### config.mk
export PLATFORM = sky130hd
export DESIGN_NAME = i2c_bit_level_master
export DESIGN_NICKNAME = d
export VERILOG_FILES = /design/src/hw/rtl/i2cbm_pkg.sv /design/src/hw/rtl/i2c_bit_level_master.sv
export SDC_FILE = /design/constraint.sdc
export NUM_CORES = 1
export LEC_CHECK = 0
export ABC_AREA = 1
export BUFFER_PORTS_ARGS = -buffer_cell sky130_fd_sc_hd__buf_2
export CAP_MARGIN = 20
export CORE_MARGIN = 2
export CORE_UTILIZATION = 42
export DETAILED_ROUTE_END_ITERATION = 10
export SETUP_SLACK_MARGIN = 0.3
export SLEW_MARGIN = 20
export SYNTH_ARGS = -nofsm -noshare
export SYNTH_HDL_FRONTEND = slang
export SYNTH_SLANG_ARGS = --single-unit
### constraint.sdc
create_clock -name clk -period 3.41 [get_ports clk]
set_input_delay 1.023 -clock clk [delete_from_list [all_inputs] [get_ports clk]]
set_output_delay 1.023 -clock clk [all_outputs]
set_load 0.01 [all_outputs]
### src/hw/rtl/i2cbm_pkg.sv
package i2cbm_pkg;

  // Command codes carried in the mode field.
  localparam logic [2:0] CMD_IDLE  = 3'd0;
  localparam logic [2:0] CMD_START = 3'd1;
  localparam logic [2:0] CMD_STOP  = 3'd2;
  localparam logic [2:0] CMD_WRITE = 3'd3;
  localparam logic [2:0] CMD_READ  = 3'd4;
  localparam logic [2:0] CMD_ACK   = 3'd5;
  localparam logic [2:0] CMD_NACK  = 3'd6;
  localparam logic [2:0] CMD_WAIT  = 3'd7;

  localparam int unsigned BITS_PER_BYTE = 8;
  localparam int unsigned PHASE_W       = 4;

  localparam logic [PHASE_W-1:0] LEN_BYTE  = PHASE_W'(BITS_PER_BYTE);
  localparam logic [PHASE_W-1:0] LEN_START = PHASE_W'(2);
  localparam logic [PHASE_W-1:0] LEN_ONE   = PHASE_W'(1);

  typedef logic [BITS_PER_BYTE-1:0] byte_t;
  typedef logic [PHASE_W-1:0]       phase_t;

  // One result beat.
  typedef struct packed {
    logic  scl;
    logic  sda;
    logic  busy;
    logic  done;
    byte_t rx;
    logic  nack;
  } result_t;

endpackage

### src/hw/rtl/i2c_bit_level_master.sv
// Tick-driven I2C bit-level master.
// Input channel (in_valid/in_ready): one beat is one bit-period tick. It carries
// the sampled SDA level and, while no command is active, a command in in_mode
// (start, stop, write byte, read byte, ack, nack, wait for ack); in_tx_byte is
// used only when a write starts. A mode that arrives while a command runs is
// ignored.
// Result channel (out_valid/out_ready): exactly one beat per tick, in order,
// with the SCL/SDA drive levels, busy, done, the last received byte and the
// nack flag.
// The tick is held in an input register; the command sequencer then updates its
// state and loads the result register in one pass. Throughput is one tick per
// cycle while the receiver takes results; the only loop is the state update of
// the sequencer.
// Reset leaves both registers empty, the command idle, both lines released
// (high), the received byte and nack flag zero. When the receiver stalls, the
// result register holds its beat, the input register takes one more tick, and
// in_ready then drops until the result is taken.
module i2c_bit_level_master
  import i2cbm_pkg::*;
(
  input  logic       clk,
  input  logic       rst_n,
  input  logic       in_valid,
  output logic       in_ready,
  input  logic [2:0] in_mode,
  input  logic [7:0] in_tx_byte,
  input  logic       in_sda_in,
  output logic       out_valid,
  input  logic       out_ready,
  output logic       out_scl_out,
  output logic       out_sda_out,
  output logic       out_busy_res,
  output logic       out_done_res,
  output logic [7:0] out_rx_byte,
  output logic       out_nack_seen
);

  // Input register.
  logic       s1_valid_r;
  logic [2:0] s1_mode_r;
  byte_t      s1_tx_r;
  logic       s1_sda_r;

  // Sequencer state.
  logic [2:0] cmd_r, cmd_nxt;
  phase_t     phase_r, phase_nxt;
  byte_t      shift_r, shift_nxt;
  logic       scl_r, scl_nxt;
  logic       sda_r, sda_nxt;
  logic       nack_r, nack_nxt;
  byte_t      rx_r, rx_nxt;

  // Result register.
  logic       out_valid_r;
  result_t    res_r, res_nxt;

  logic       s1_adv;
  logic       in_acc;

  assign s1_adv   = s1_valid_r && (!out_valid_r || out_ready);
  assign in_ready = !s1_valid_r || s1_adv;
  assign in_acc   = in_valid && in_ready;

  // Sequencer: one tick per pass.
  always_comb begin
    logic [2:0] cmd;
    phase_t     phase;
    phase_t     phase_inc;
    phase_t     len;
    byte_t      sh;
    logic       scl;
    logic       sda;
    logic       busy;
    logic       done;

    cmd       = cmd_r;
    phase     = phase_r;
    sh        = shift_r;
    scl       = scl_r;
    sda       = sda_r;
    busy      = 1'b0;
    done      = 1'b0;
    phase_inc = '0;
    len       = LEN_ONE;
    cmd_nxt   = cmd_r;
    phase_nxt = phase_r;
    scl_nxt   = scl_r;
    sda_nxt   = sda_r;
    nack_nxt  = nack_r;
    rx_nxt    = rx_r;

    // Launch a new command when idle.
    if (cmd_r == CMD_IDLE && s1_mode_r != CMD_IDLE) begin
      cmd   = s1_mode_r;
      phase = '0;
      sh    = (s1_mode_r == CMD_WRITE) ? s1_tx_r : '0;
    end

    if (cmd != CMD_IDLE) begin
      case (cmd)
        CMD_START: begin
          scl = 1'b1;
          sda = (phase == '0);
          len = LEN_START;
        end
        CMD_STOP: begin
          scl = 1'b1;
          sda = 1'b0;
        end
        CMD_WRITE: begin
          scl = 1'b1;
          sda = sh[BITS_PER_BYTE-1];
          sh  = {sh[BITS_PER_BYTE-2:0], 1'b0};
          len = LEN_BYTE;
        end
        CMD_READ: begin
          scl = 1'b0;
          sda = 1'b1;
          sh  = {sh[BITS_PER_BYTE-2:0], s1_sda_r};
          len = LEN_BYTE;
        end
        CMD_ACK: begin
          scl = 1'b1;
          sda = 1'b0;
        end
        CMD_NACK: begin
          scl = 1'b1;
          sda = 1'b1;
        end
        default: begin
          scl      = 1'b1;
          sda      = 1'b1;
          nack_nxt = s1_sda_r;
        end
      endcase
      scl_nxt   = scl;
      sda_nxt   = sda;
      phase_inc = phase + PHASE_W'(1);

      if (phase_inc >= len) begin
        done = 1'b1;
        if (cmd == CMD_STOP) begin
          sda_nxt = 1'b1;
        end else begin
          scl_nxt = 1'b0;
        end
        if (cmd == CMD_READ) begin
          rx_nxt = sh;
        end
        cmd_nxt   = CMD_IDLE;
        phase_nxt = '0;
      end else begin
        busy      = 1'b1;
        cmd_nxt   = cmd;
        phase_nxt = phase_inc;
      end
    end

    shift_nxt    = sh;
    res_nxt.scl  = scl;
    res_nxt.sda  = sda;
    res_nxt.busy = busy;
    res_nxt.done = done;
    res_nxt.rx   = rx_nxt;
    res_nxt.nack = nack_nxt;
  end

  // Input register: control.
  always_ff @(posedge clk) begin
    if (!rst_n) begin
      s1_valid_r <= 1'b0;
    end else if (in_ready) begin
      s1_valid_r <= in_valid;
    end
  end

  // Input register: payload.
  always_ff @(posedge clk) begin
    if (in_acc) begin
      s1_mode_r <= in_mode;
      s1_tx_r   <= in_tx_byte;
      s1_sda_r  <= in_sda_in;
    end
  end

  // Sequencer state advances once per tick.
  always_ff @(posedge clk) begin
    if (!rst_n) begin
      cmd_r   <= CMD_IDLE;
      phase_r <= '0;
      shift_r <= '0;
      scl_r   <= 1'b1;
      sda_r   <= 1'b1;
      nack_r  <= 1'b0;
      rx_r    <= '0;
    end else if (s1_adv) begin
      cmd_r   <= cmd_nxt;
      phase_r <= phase_nxt;
      shift_r <= shift_nxt;
      scl_r   <= scl_nxt;
      sda_r   <= sda_nxt;
      nack_r  <= nack_nxt;
      rx_r    <= rx_nxt;
    end
  end

  // Result register: control.
  always_ff @(posedge clk) begin
    if (!rst_n) begin
      out_valid_r <= 1'b0;
    end else if (s1_adv) begin
      out_valid_r <= 1'b1;
    end else if (out_ready) begin
      out_valid_r <= 1'b0;
    end
  end

  // Result register: payload.
  always_ff @(posedge clk) begin
    if (s1_adv) begin
      res_r <= res_nxt;
    end
  end

  assign out_valid     = out_valid_r;
  assign out_scl_out   = res_r.scl;
  assign out_sda_out   = res_r.sda;
  assign out_busy_res  = res_r.busy;
  assign out_done_res  = res_r.done;
  assign out_rx_byte   = res_r.rx;
  assign out_nack_seen = res_r.nack;

endmodule

==> summary by stage, run 1 <==
Run status
The flow ran to the end, and the final reports show no timing, DRC or antenna violations.

Setup path
The endpoint required time on the critical path is between 3 and 4 ns. The kind of critical path is reg -> reg. The slowest stage of the critical path is the edfxtp_1 cell. The launching element type of the critical path is a flip-flop.

Data on the critical path arrives at its endpoint at 2.93 ns. The worst setup path is captured at a flip-flop. The family with the most delay on the worst path is simple AND/OR/NAND/NOR gates.

Along the worst path, the maximum fanout reaches 13. Counting both buffers and inverters, the worst setup path holds a total of 3. The cell that appears most often on the critical path is inv_1. Traced cell by cell, the critical path runs through inv_1 > nand3_4 > nand2_8 > inv_1 > nor2_2 > inv_1 > ha_1 > ha_1 > a21oi_1 > nand3_4 > nand2_4 > nand2_4 > nand2_1 > nand2_1. In this design, the stage delay of the slowest critical-path cell is between 0.4 and 0.5 ns.

Yosys
The count of cell types in the netlist is 30. Summing the sequential cell areas from Yosys gives ~47% of the chip area. The synthesized netlist cell count is between 300 and 400. The synthesized design spends more area on one cell type than any other, namely edfxtp_1.

By area the synthesized netlist is led by edfxtp_1 (27%), dfxtp_1 (20%), nand2_1 (13%), inv_1 (4.3%), nand3_1 (4.0%). The number of warning messages in the yosys log is 0. The flip-flop and latch count after synthesis is 53.

In this run the biggest area consumer among cell types represents a little over a quarter of the synthesized area. The post-synth net total is around 350. The mean area per synthesized cell is around 8.3 um2.

In this run the cell area of the synthesized design comes to between 0.002 and 0.003 mm2.

Timing
The normalized max-slew margin is between 60% and 70%. For the final database, setup skew stands at 0.0129 ns. After layout, the worst path uses about 84% of the clock period. The final count of hold timing violations is 0. Adding up every negative setup slack in the final design gives 0 ns. The slew at the pin with the worst max-slew slack is between 0.5 and 0.6 ns.

The max-slew violation total from the final report is 0. The final period demand of the worst path is between 2 and 3 ns. Setup violations remaining at the end of the flow were counted as 0. Setup repair after global routing left no endpoint under its margin.

The upper clock frequency limit is 0.347 GHz.

Floorplan
The height of the die is 85.1 um. The area of the core is around 0.0063 mm2. The floorplan step set the die width to ~85 um. The overall die area is 0.00725 mm2.

31 I/O pins were placed. The floorplan has 29 rows. The initial utilization of the core area, before any placement, comes to between 40% and 50%.

Run
Across the run, the number of max-cap violations was 0.

GRT
The number of global-route vias before repair is around 2000. Entering global routing, the biggest net connects 41 pins. The global route total overflow is 0. The combined global-route utilization of all metal layers is 15.2%. The global-route wire length before repair is ~9000 um. The number of antenna violations at the first check in global routing is 0.

Clock network
In this run, CTS created clock tree buffers numbering 5. The root buffer cell is clkbuf_8. The clock latency on the worst-skew pair is 0.30 ns. The H-tree was split into 2 levels. The TritonCTS clock tree is yes.

The clock drives between 50 and 60 sinks. Once the clock tree was built, the setup fixing pass inserted 0 buffers. The clock passes through at most 2 buffers.

The clock transition at the registers of the reported paths is about 0.090 ns.

Placed design
The count of buffers from port buffering is 30. The placed instances occupy a cell area of just under 0.003 mm2. The number of placed instances, taps included, is 430. The congestion estimate from routability-driven global placement came to a little over 0.8.

Detailed placement ended at an HPWL of between 3000 and 4000 um.

Pwr
VDD sags by at most around 0.21 mV. The cell leakage power is around 1.4 nW. Power spread over the standard cell area amounts to between 400 and 500 mW/mm2.

Detailed routing
Wires add up to 5210 um. The count of vias placed by the detailed router is 2137. The DRC violation count after routing is 0. The count of nets left with antenna violations after detail routing is 0.

The mean number of vias per cell is between 4 and 5. The first TritonRoute pass finished after 4 iterations. The detailed router finished its first iteration with 123 violations. The average wire per standard cell is around 12 um.

Final layout
The layout has between 600 and 700 filler cells. 0 antenna diodes ended up in the layout. The area taken by multi-input logic gates is roughly 0.0012 mm2. The number of cells in the finished layout apart from fillers is 438. The share of final-layout standard cells stronger than drive strength 1 is around 20%. The net count of the finished layout is 381. Leaving out fill and tap cells, the most frequent cells in the layout are nand2_1 (94), inv_1 (32), buf_2 (30), dfxtp_1 (28), edfxtp_1 (25).

The cell area after layout is 0.00304 mm2. The most common cell after layout, fill and taps aside is nand2_1. The synthesis-to-layout area growth is 10.0%.

In the final layout, flip-flops and latches occupy 0.00131 mm2.

Worst hold path
The path class of the lowest-slack min-delay path is reg -> reg.
-- registers in the layout, summed over array words and instances (netlist names), 3 cells and up --
register / count
cmd_r: 3
s1_mode_r: 3
shift_r: 8
s1_tx_r: 8
phase_r: 4
rx_r: 8
out_rx_byte: 8
-- layout make-up --
class | instances | area share (%)
multi-input cells | 232 | 41.1
flip-flops and latches | 53 | 43.1
repair buffers | 31 | 5.18
inverters | 37 | 4.73
clock inverters | 2 | 0.329
well taps | 77 | 3.17
clock buffers | 6 | 2.39
-- worst min-delay path: stages (launching register included) --
cell,delay [ns]
dfxtp_1,0.34
a21oi_1,0.06
nand2_1,0.05
-- per-stage QoR --
step / util, % / hold WS [ns] / worst slack, ns / total power, mW
3_3_place_gp: 46.2 / 0.456 / 0.418 / 1.07
3_5_place_dp: 46.2 / 0.466 / 0.392 / 1.08
6_report: 47.9 / 0.481 / 0.532 / 1.40
4_1_cts: 47.5 / 0.485 / 0.366 / 1.41
2_1_floorplan: - / 0.441 / 0.788 / 1.03
5_1_grt: 47.9 / 0.528 / 0.323 / 1.49
-- routing by layer --
metal / wire (um) / global-route usage, % / up-vias / part of all wire (%)
met1: 2610 / 21.3 / 936 / 50
met4: 44 / 4.33 / 0 / 0.84
met3: 221 / 3.31 / 4 / 4.2
li1: - / - / 1144 / -
met2: 2340 / 23.9 / 53 / 45
met5: 0 / 0 / - / 0
-- synth_stat cells (all sizes together) --
cell,count
clkbuf,4
buf,7
nand3,34
a21oi,23
nand2,106
nand4,9
xnor2,1
ha,5
dfxtp,28
o22ai,1
and2,1
inv,37
nor2,28
o21ai,23
edfxtp,25
a31oi,1
-- kinds of logic (layout without fill, tap and decap cells) --
logic type,Yosys count,after routing,share of synthesized area [%]
buffers and inverters,48,76,8.19
and+or+nand+nor,178,178,32.1
xor gates and xnor gates,1,1,0.317
adders and majority gates,5,5,2.26
AOI/OAI and AO/OA,48,48,9.73
DFF,53,53,47.4
-- power breakdown --
group          switching [mW]  internal, mW  total (mW)  leakage, nW
clock                   0.194         0.143       0.337       0.0450
sequential             0.0233         0.719       0.742        0.471
combinational           0.216         0.107       0.323        0.870
total                   0.434         0.969        1.40         1.39
-- worst paths after layout --
path | from | slack [ns] | end | depth (start not counted)
setup / recovery | s1_mode_r[0] | 0.53 | out_rx_byte[6] | 14
hold / removal | sda_r | 0.48 | sda_r | 2
setup reg to reg | s1_mode_r[0] | 0.53 | out_rx_byte[6] | 14
hold reg to reg | sda_r | 0.48 | sda_r | 2
-- what timing repair did --
| item | CTS | global route |
|---|---|---|
| setup endpoints to repair | 0 | 19 |
| hold buffers | 0 | 0 |
| gates resized for setup | 0 | 4 |
Power figures use the tool's default switching activity.
==> inputs of run 2 (changes only) <==
Settings changed: ABC_AREA 1 to 0.
Clock period 3.41 ns to 2.7 ns, I/O delays scaled along.
==> run 2 against run 1 <==
Net effect:
- critical path depth fell by 5
- first-iteration DRC count rose by 28%
- sequential power rose by 23%
- final cell count fell by 6.4%
- critical path type unchanged
- total power rose by 27%
- cell area rose by 9.8%
- sequential cell count did not move
- highest routed layer unchanged
- register-to-register slack got worse by 0.42 ns
==> summary by stage, run 2 <==
Setup path
The endpoint required time on the critical path is 2.77 ns (was 3.46 ns). CP cell instances: or3_4 > nand2_4 > nand2_4 > ha_4 > ha_4 > a211oi_2 > a31o_4 > nor2_4 > mux2_4 (was inv_1 > nand3_4 > nand2_8 > inv_1 > nor2_2 > inv_1 > ha_1 > ha_1 > a21oi_1 > nand3_4 > nand2_4 > nand2_4 > nand2_1 > nand2_1). The family with the most delay on the worst path is simple AND/OR/NAND/NOR gates (unchanged). The kind of critical path is reg -> reg (unchanged). The buffering stage count on the worst path with inverters included is 0 (was 3). The worst reg-to-reg setup slack is 0.11 ns (was 0.53 ns). The kind of capture point of the worst setup path is a flip-flop (unchanged). The origin of the critical flop-to-flop path is s1_mode_r[2] (was s1_mode_r[0]). The maximum fanout along the worst path is 4 (was 13). The worst reg2reg path endpoint is out_rx_byte[0] (was out_rx_byte[6]). The critical path's largest stage delay is 0.43 ns (was 0.45 ns).

The launching element type of the critical path is a flip-flop (unchanged). The number of cells on the worst reg-to-reg path is 9 (was 14). The data arrival time of the critical path was 2.66 ns (was 2.93 ns). The cell type of the slowest stage on the worst timing path is edfxtp_1 (unchanged).

GRT
The combined global-route utilization of all metal layers is 18.8% (was 15.2%). The global-route wire length before repair came to 10700 um (was 8970 um). The number of antenna violations at the first check in global routing is 0 (unchanged).

The number of global-route vias before repair is 2215 (was 1996). The maximum number of pins on one net before global-route repair is 21 (was 41). The global route total overflow was 0 (unchanged).

Yosys
The number of flops mapped to enable cells by yosys was 25 (unchanged). The library cell occupying the most area in the post-synthesis netlist is edfxtp_1 (unchanged). The count of cell types in the netlist came to 50 (was 30). The proportion of register bits with asynchronous set or reset after synthesis is 0% (unchanged). The post-synth net total came to 305 (was 354). Synth top area cells: edfxtp_1 (28%), dfxtp_1 (21%), o21ai_0 (4.8%), a21oi_1 (4.4%), nand2_1 (3.1%) (was edfxtp_1 (27%), dfxtp_1 (20%), nand2_1 (13%), inv_1 (4.3%), nand3_1 (4.0%)).

The netlist area before placement came to 0.00270 mm2 (was 0.00276 mm2). The synthesized netlist cell count came to 284 (was 333). The mean area per synthesized cell came to 9.52 um2 (was 8.30 um2). The number of warning messages in the yosys log came to 0 (unchanged). The flip-flop and latch count after synthesis was 53 (unchanged).

Synth top cells by count: dfxtp_1 (28), o21ai_0 (26), edfxtp_1 (25), a21oi_1 (24), nand2_1 (22) (was nand2_1 (94), inv_1 (32), dfxtp_1 (28), edfxtp_1 (25), nor2_1 (25)). The predominant post-synthesis flop cell is dfxtp_1 (unchanged). The sequential cell area fraction in the yosys report is 48.5% (was 47.4%).

The area share of the largest cell type after synthesis is 27.8% (was 27.2%). The dominant cell by count in the synthesized netlist is dfxtp_1 (was nand2_1).

Timing
The summed negative setup slack over all endpoints is 0 ns (unchanged). The fraction of the cycle the final worst path needs was 95.9% (was 84.4%). Unrepaired setup endpoints after global routing: true (was false). The count of endpoints failing setup in the final report is 0 (unchanged). The final period demand of the worst path is 2.59 ns (was 2.88 ns). The max-slew violation total from the final report is 0 (unchanged).

The slew at the pin with the worst max-slew slack is 0.573 ns (was 0.599 ns). The upper clock frequency limit was 0.386 GHz (was 0.347 GHz). The normalized max-slew margin is 60.8% (was 60.0%). The final count of hold timing violations is 0 (unchanged). The setup clock skew after layout is 0.00665 ns (was 0.0129 ns).

The final worst setup slack is 0.110 ns (was 0.532 ns).

Clock network
The TritonCTS clock tree is yes (unchanged). The largest buffer count on any clock path is 2 (unchanged). The root buffer cell is clkbuf_8 (unchanged). The number of clock buffers inserted by TritonCTS is 5 (unchanged). The clock sink total came to 53 (unchanged). The clock transition at the registers of the reported paths came to 0.10 ns (was 0.09 ns). The depth of the CTS H-tree is 2 (unchanged).

The cts-stage hold buffer count was 0 (unchanged). The clock latency on the worst-skew pair is 0.31 ns (was 0.30 ns).

Detailed routing
The initial detailed-routing violation count is 157 (was 123). The count of vias placed by the detailed router is 2353 (was 2137). The DRC violation count after routing is 0 (unchanged). The mean number of vias per cell was 5.74 (was 4.88). The final wirelength came to 6500 um (was 5210 um). The detailed-router iteration count before antenna repair is 4 (unchanged). The count of nets left with antenna violations after detail routing is 0 (unchanged). The average wire per standard cell was 15.9 um (was 11.9 um).

Placed design
The count of buffers from port buffering is 30 (unchanged). The final weighted congestion in routability-driven placement was 0.887 (was 0.828). The placed instance count is 398 (was 430). The placement-stage worst setup slack is 0.0430 ns (was 0.392 ns).

The total half-perimeter wirelength after legalization and detailed placement came to 4720 um (was 3860 um).

Floorplan
The overall die area is 0.00710 mm2 (was 0.00725 mm2). The count of boundary I/O pins is 31 (unchanged). The area of the core was 0.00628 mm2 (was 0.00635 mm2). The cell row count was 29 (unchanged). The height of the die was 84.2 um (was 85.1 um). The initial standard-cell utilization of the core is 43.1% (was 43.5%). The die boundary width is 84.2 um (was 85.1 um).

Final layout
The filler cell count was 599 (was 612). The number of nets in the layout is 353 (was 381). Commonest cells after routing, fill and taps aside: buf_2 (30), buf_4 (28), dfxtp_1 (27), o21ai_0 (26), edfxtp_1 (25) (was nand2_1 (94), inv_1 (32), buf_2 (30), dfxtp_1 (28), edfxtp_1 (25)). The utilization after layout is 53.2% (was 47.9%).

The most common cell after layout, fill and taps aside is buf_2 (was nand2_1). The synthesis-to-layout area growth is 23.6% (was 10.0%). The number of cells in the finished layout apart from fillers is 410 (was 438). The share of final-layout standard cells stronger than drive strength 1 is 30.6% (was 20.5%). The final antenna diode count is 0 (unchanged).

Worst hold path
The worst hold endpoint is nack_r (was sda_r). The worst hold path stage count is 2 (unchanged). The path class of the lowest-slack min-delay path is reg -> reg (unchanged). The startpoint of the most critical hold path is nack_r (was sda_r).

Pwr
The switching share of power was 30.0% (was 30.9%). The net switching power figure is 0.534 mW (was 0.434 mW). The internal cell power is 1.25 mW (was 0.969 mW). The worst-case vdd ir drop was 0.304 mV (was 0.214 mV). The cell leakage power is 1.25 nW (was 1.39 nW). The clock share of power came to 25.3% (was 24.0%). The total power per unit cell area came to 533 mW/mm2 (was 461 mW/mm2).

The part of the power in registers was 51.4% (was 52.9%). The total power is 1.78 mW (was 1.40 mW). The logic gate share of total power is 23.3% (was 23.1%).

Run
The max-cap violation count is 0 (unchanged).

Run status
Outcome: finished clean (unchanged).
## run 2: changes by cell type after synthesis, sizes merged, moves of 7 or more
| cell | before | now |
|---|---|---|
| clkbuf | 4 | 11 |
| inv | 37 | 9 |
| nand2 | 106 | 22 |
| nand2b | 0 | 7 |
| nand3 | 34 | 11 |
| nand4 | 9 | 1 |
| nor2 | 28 | 18 |
| nor3 | 0 | 7 |
| o211ai | 0 | 9 |
| o31ai | 0 | 8 |
## run 2: power by group through the flow
| stage | Combinational, mW | Clock (mW) | Sequential (mW) |
|---|---|---|---|
| 2_1_floorplan | 0.262 | 0 | 0.928 |
| 3_3_place_gp | 0.370 | 0 | 0.931 |
| 3_5_place_dp | 0.373 | 0 | 0.931 |
| 4_1_cts | 0.384 | 0.465 | 0.914 |
| 5_1_grt | 0.457 | 0.497 | 0.919 |
| 6_report | 0.415 | 0.450 | 0.914 |
## run 2: timing repair
item,in CTS,in global routing
hold endpoints to repair,0,0
buffers inserted,3,0
pin swaps,1,0
gates cloned,0,1
setup endpoints to repair,27,27
gates resized for setup,6,9
## run 2: worst max path at each step
stage	startpoint	endpoint	slack (ns)	depth (start not counted)
global placement	s1_mode_r[0]	rx_r[2]	0.09	11
CTS	s1_mode_r[2]	out_rx_byte[0]	0.13	9
global route	s1_mode_r[2]	out_rx_byte[0]	0.003	10
finish	s1_mode_r[2]	out_rx_byte[0]	0.11	9
floorplan	s1_mode_r[0]	out_rx_byte[0]	-0.09	12
detailed placement	s1_mode_r[0]	rx_r[2]	0.04	11
## run 2: cell families (layout without fill, tap and decap cells)
group,after synthesis,in the layout,synth area share (%)
buffers and inverters,29,78,5.46
and+or+nand+nor,87,87,17.0
muxes,3,3,1.25
AOI/OAI and AO/OA,106,106,25.1
adders and majority gates,5,5,2.31
DFF,53,53,48.5
xor gates and xnor gates,1,1,0.324
## run 2: routing by layer
layer / global-route usage, % / wire, um / up-vias
met5: 0 / 0 / -
met4: 5.87 / 90 / 0
met2: 30.0 / 3100 / 60
met3: 3.44 / 282 / 8
met1: 25.9 / 3030 / 1113
li1: - / - / 1172
## run 2: through the flow
| stage | cell area (um2) | hold slack [ns] |
|---|---|---|
| 6_report | 3340 | 0.473 |
| 5_1_grt | 3340 | 0.493 |
| 4_1_cts | 3270 | 0.473 |
| 3_5_place_dp | 3130 | 0.456 |
| 3_3_place_gp | 3130 | 0.442 |
| 2_1_floorplan | 2810 | 0.434 |
## run 2: layout make-up
cell class,instances,area (um2),area share [%]
Sequential cell,53,1310,39.3
Tap cell,77,96.3,2.88
Clock buffer,5,68.8,2.06
Inverter,10,37.5,1.12
Multi-Input combinational cell,202,1400,42.0
Clock inverter,3,22.5,0.674
Timing Repair Buffer,60,400,12.0
## run 2: worst register-to-register path, cell delays in order, from the launching register on
cell	delay, ns
edfxtp_1	0.43
or3_4	0.43
nand2_4	0.11
nand2_4	0.07
ha_4	0.28
ha_4	0.19
a211oi_2	0.26
a31o_4	0.24
nor2_4	0.05
mux2_4	0.29
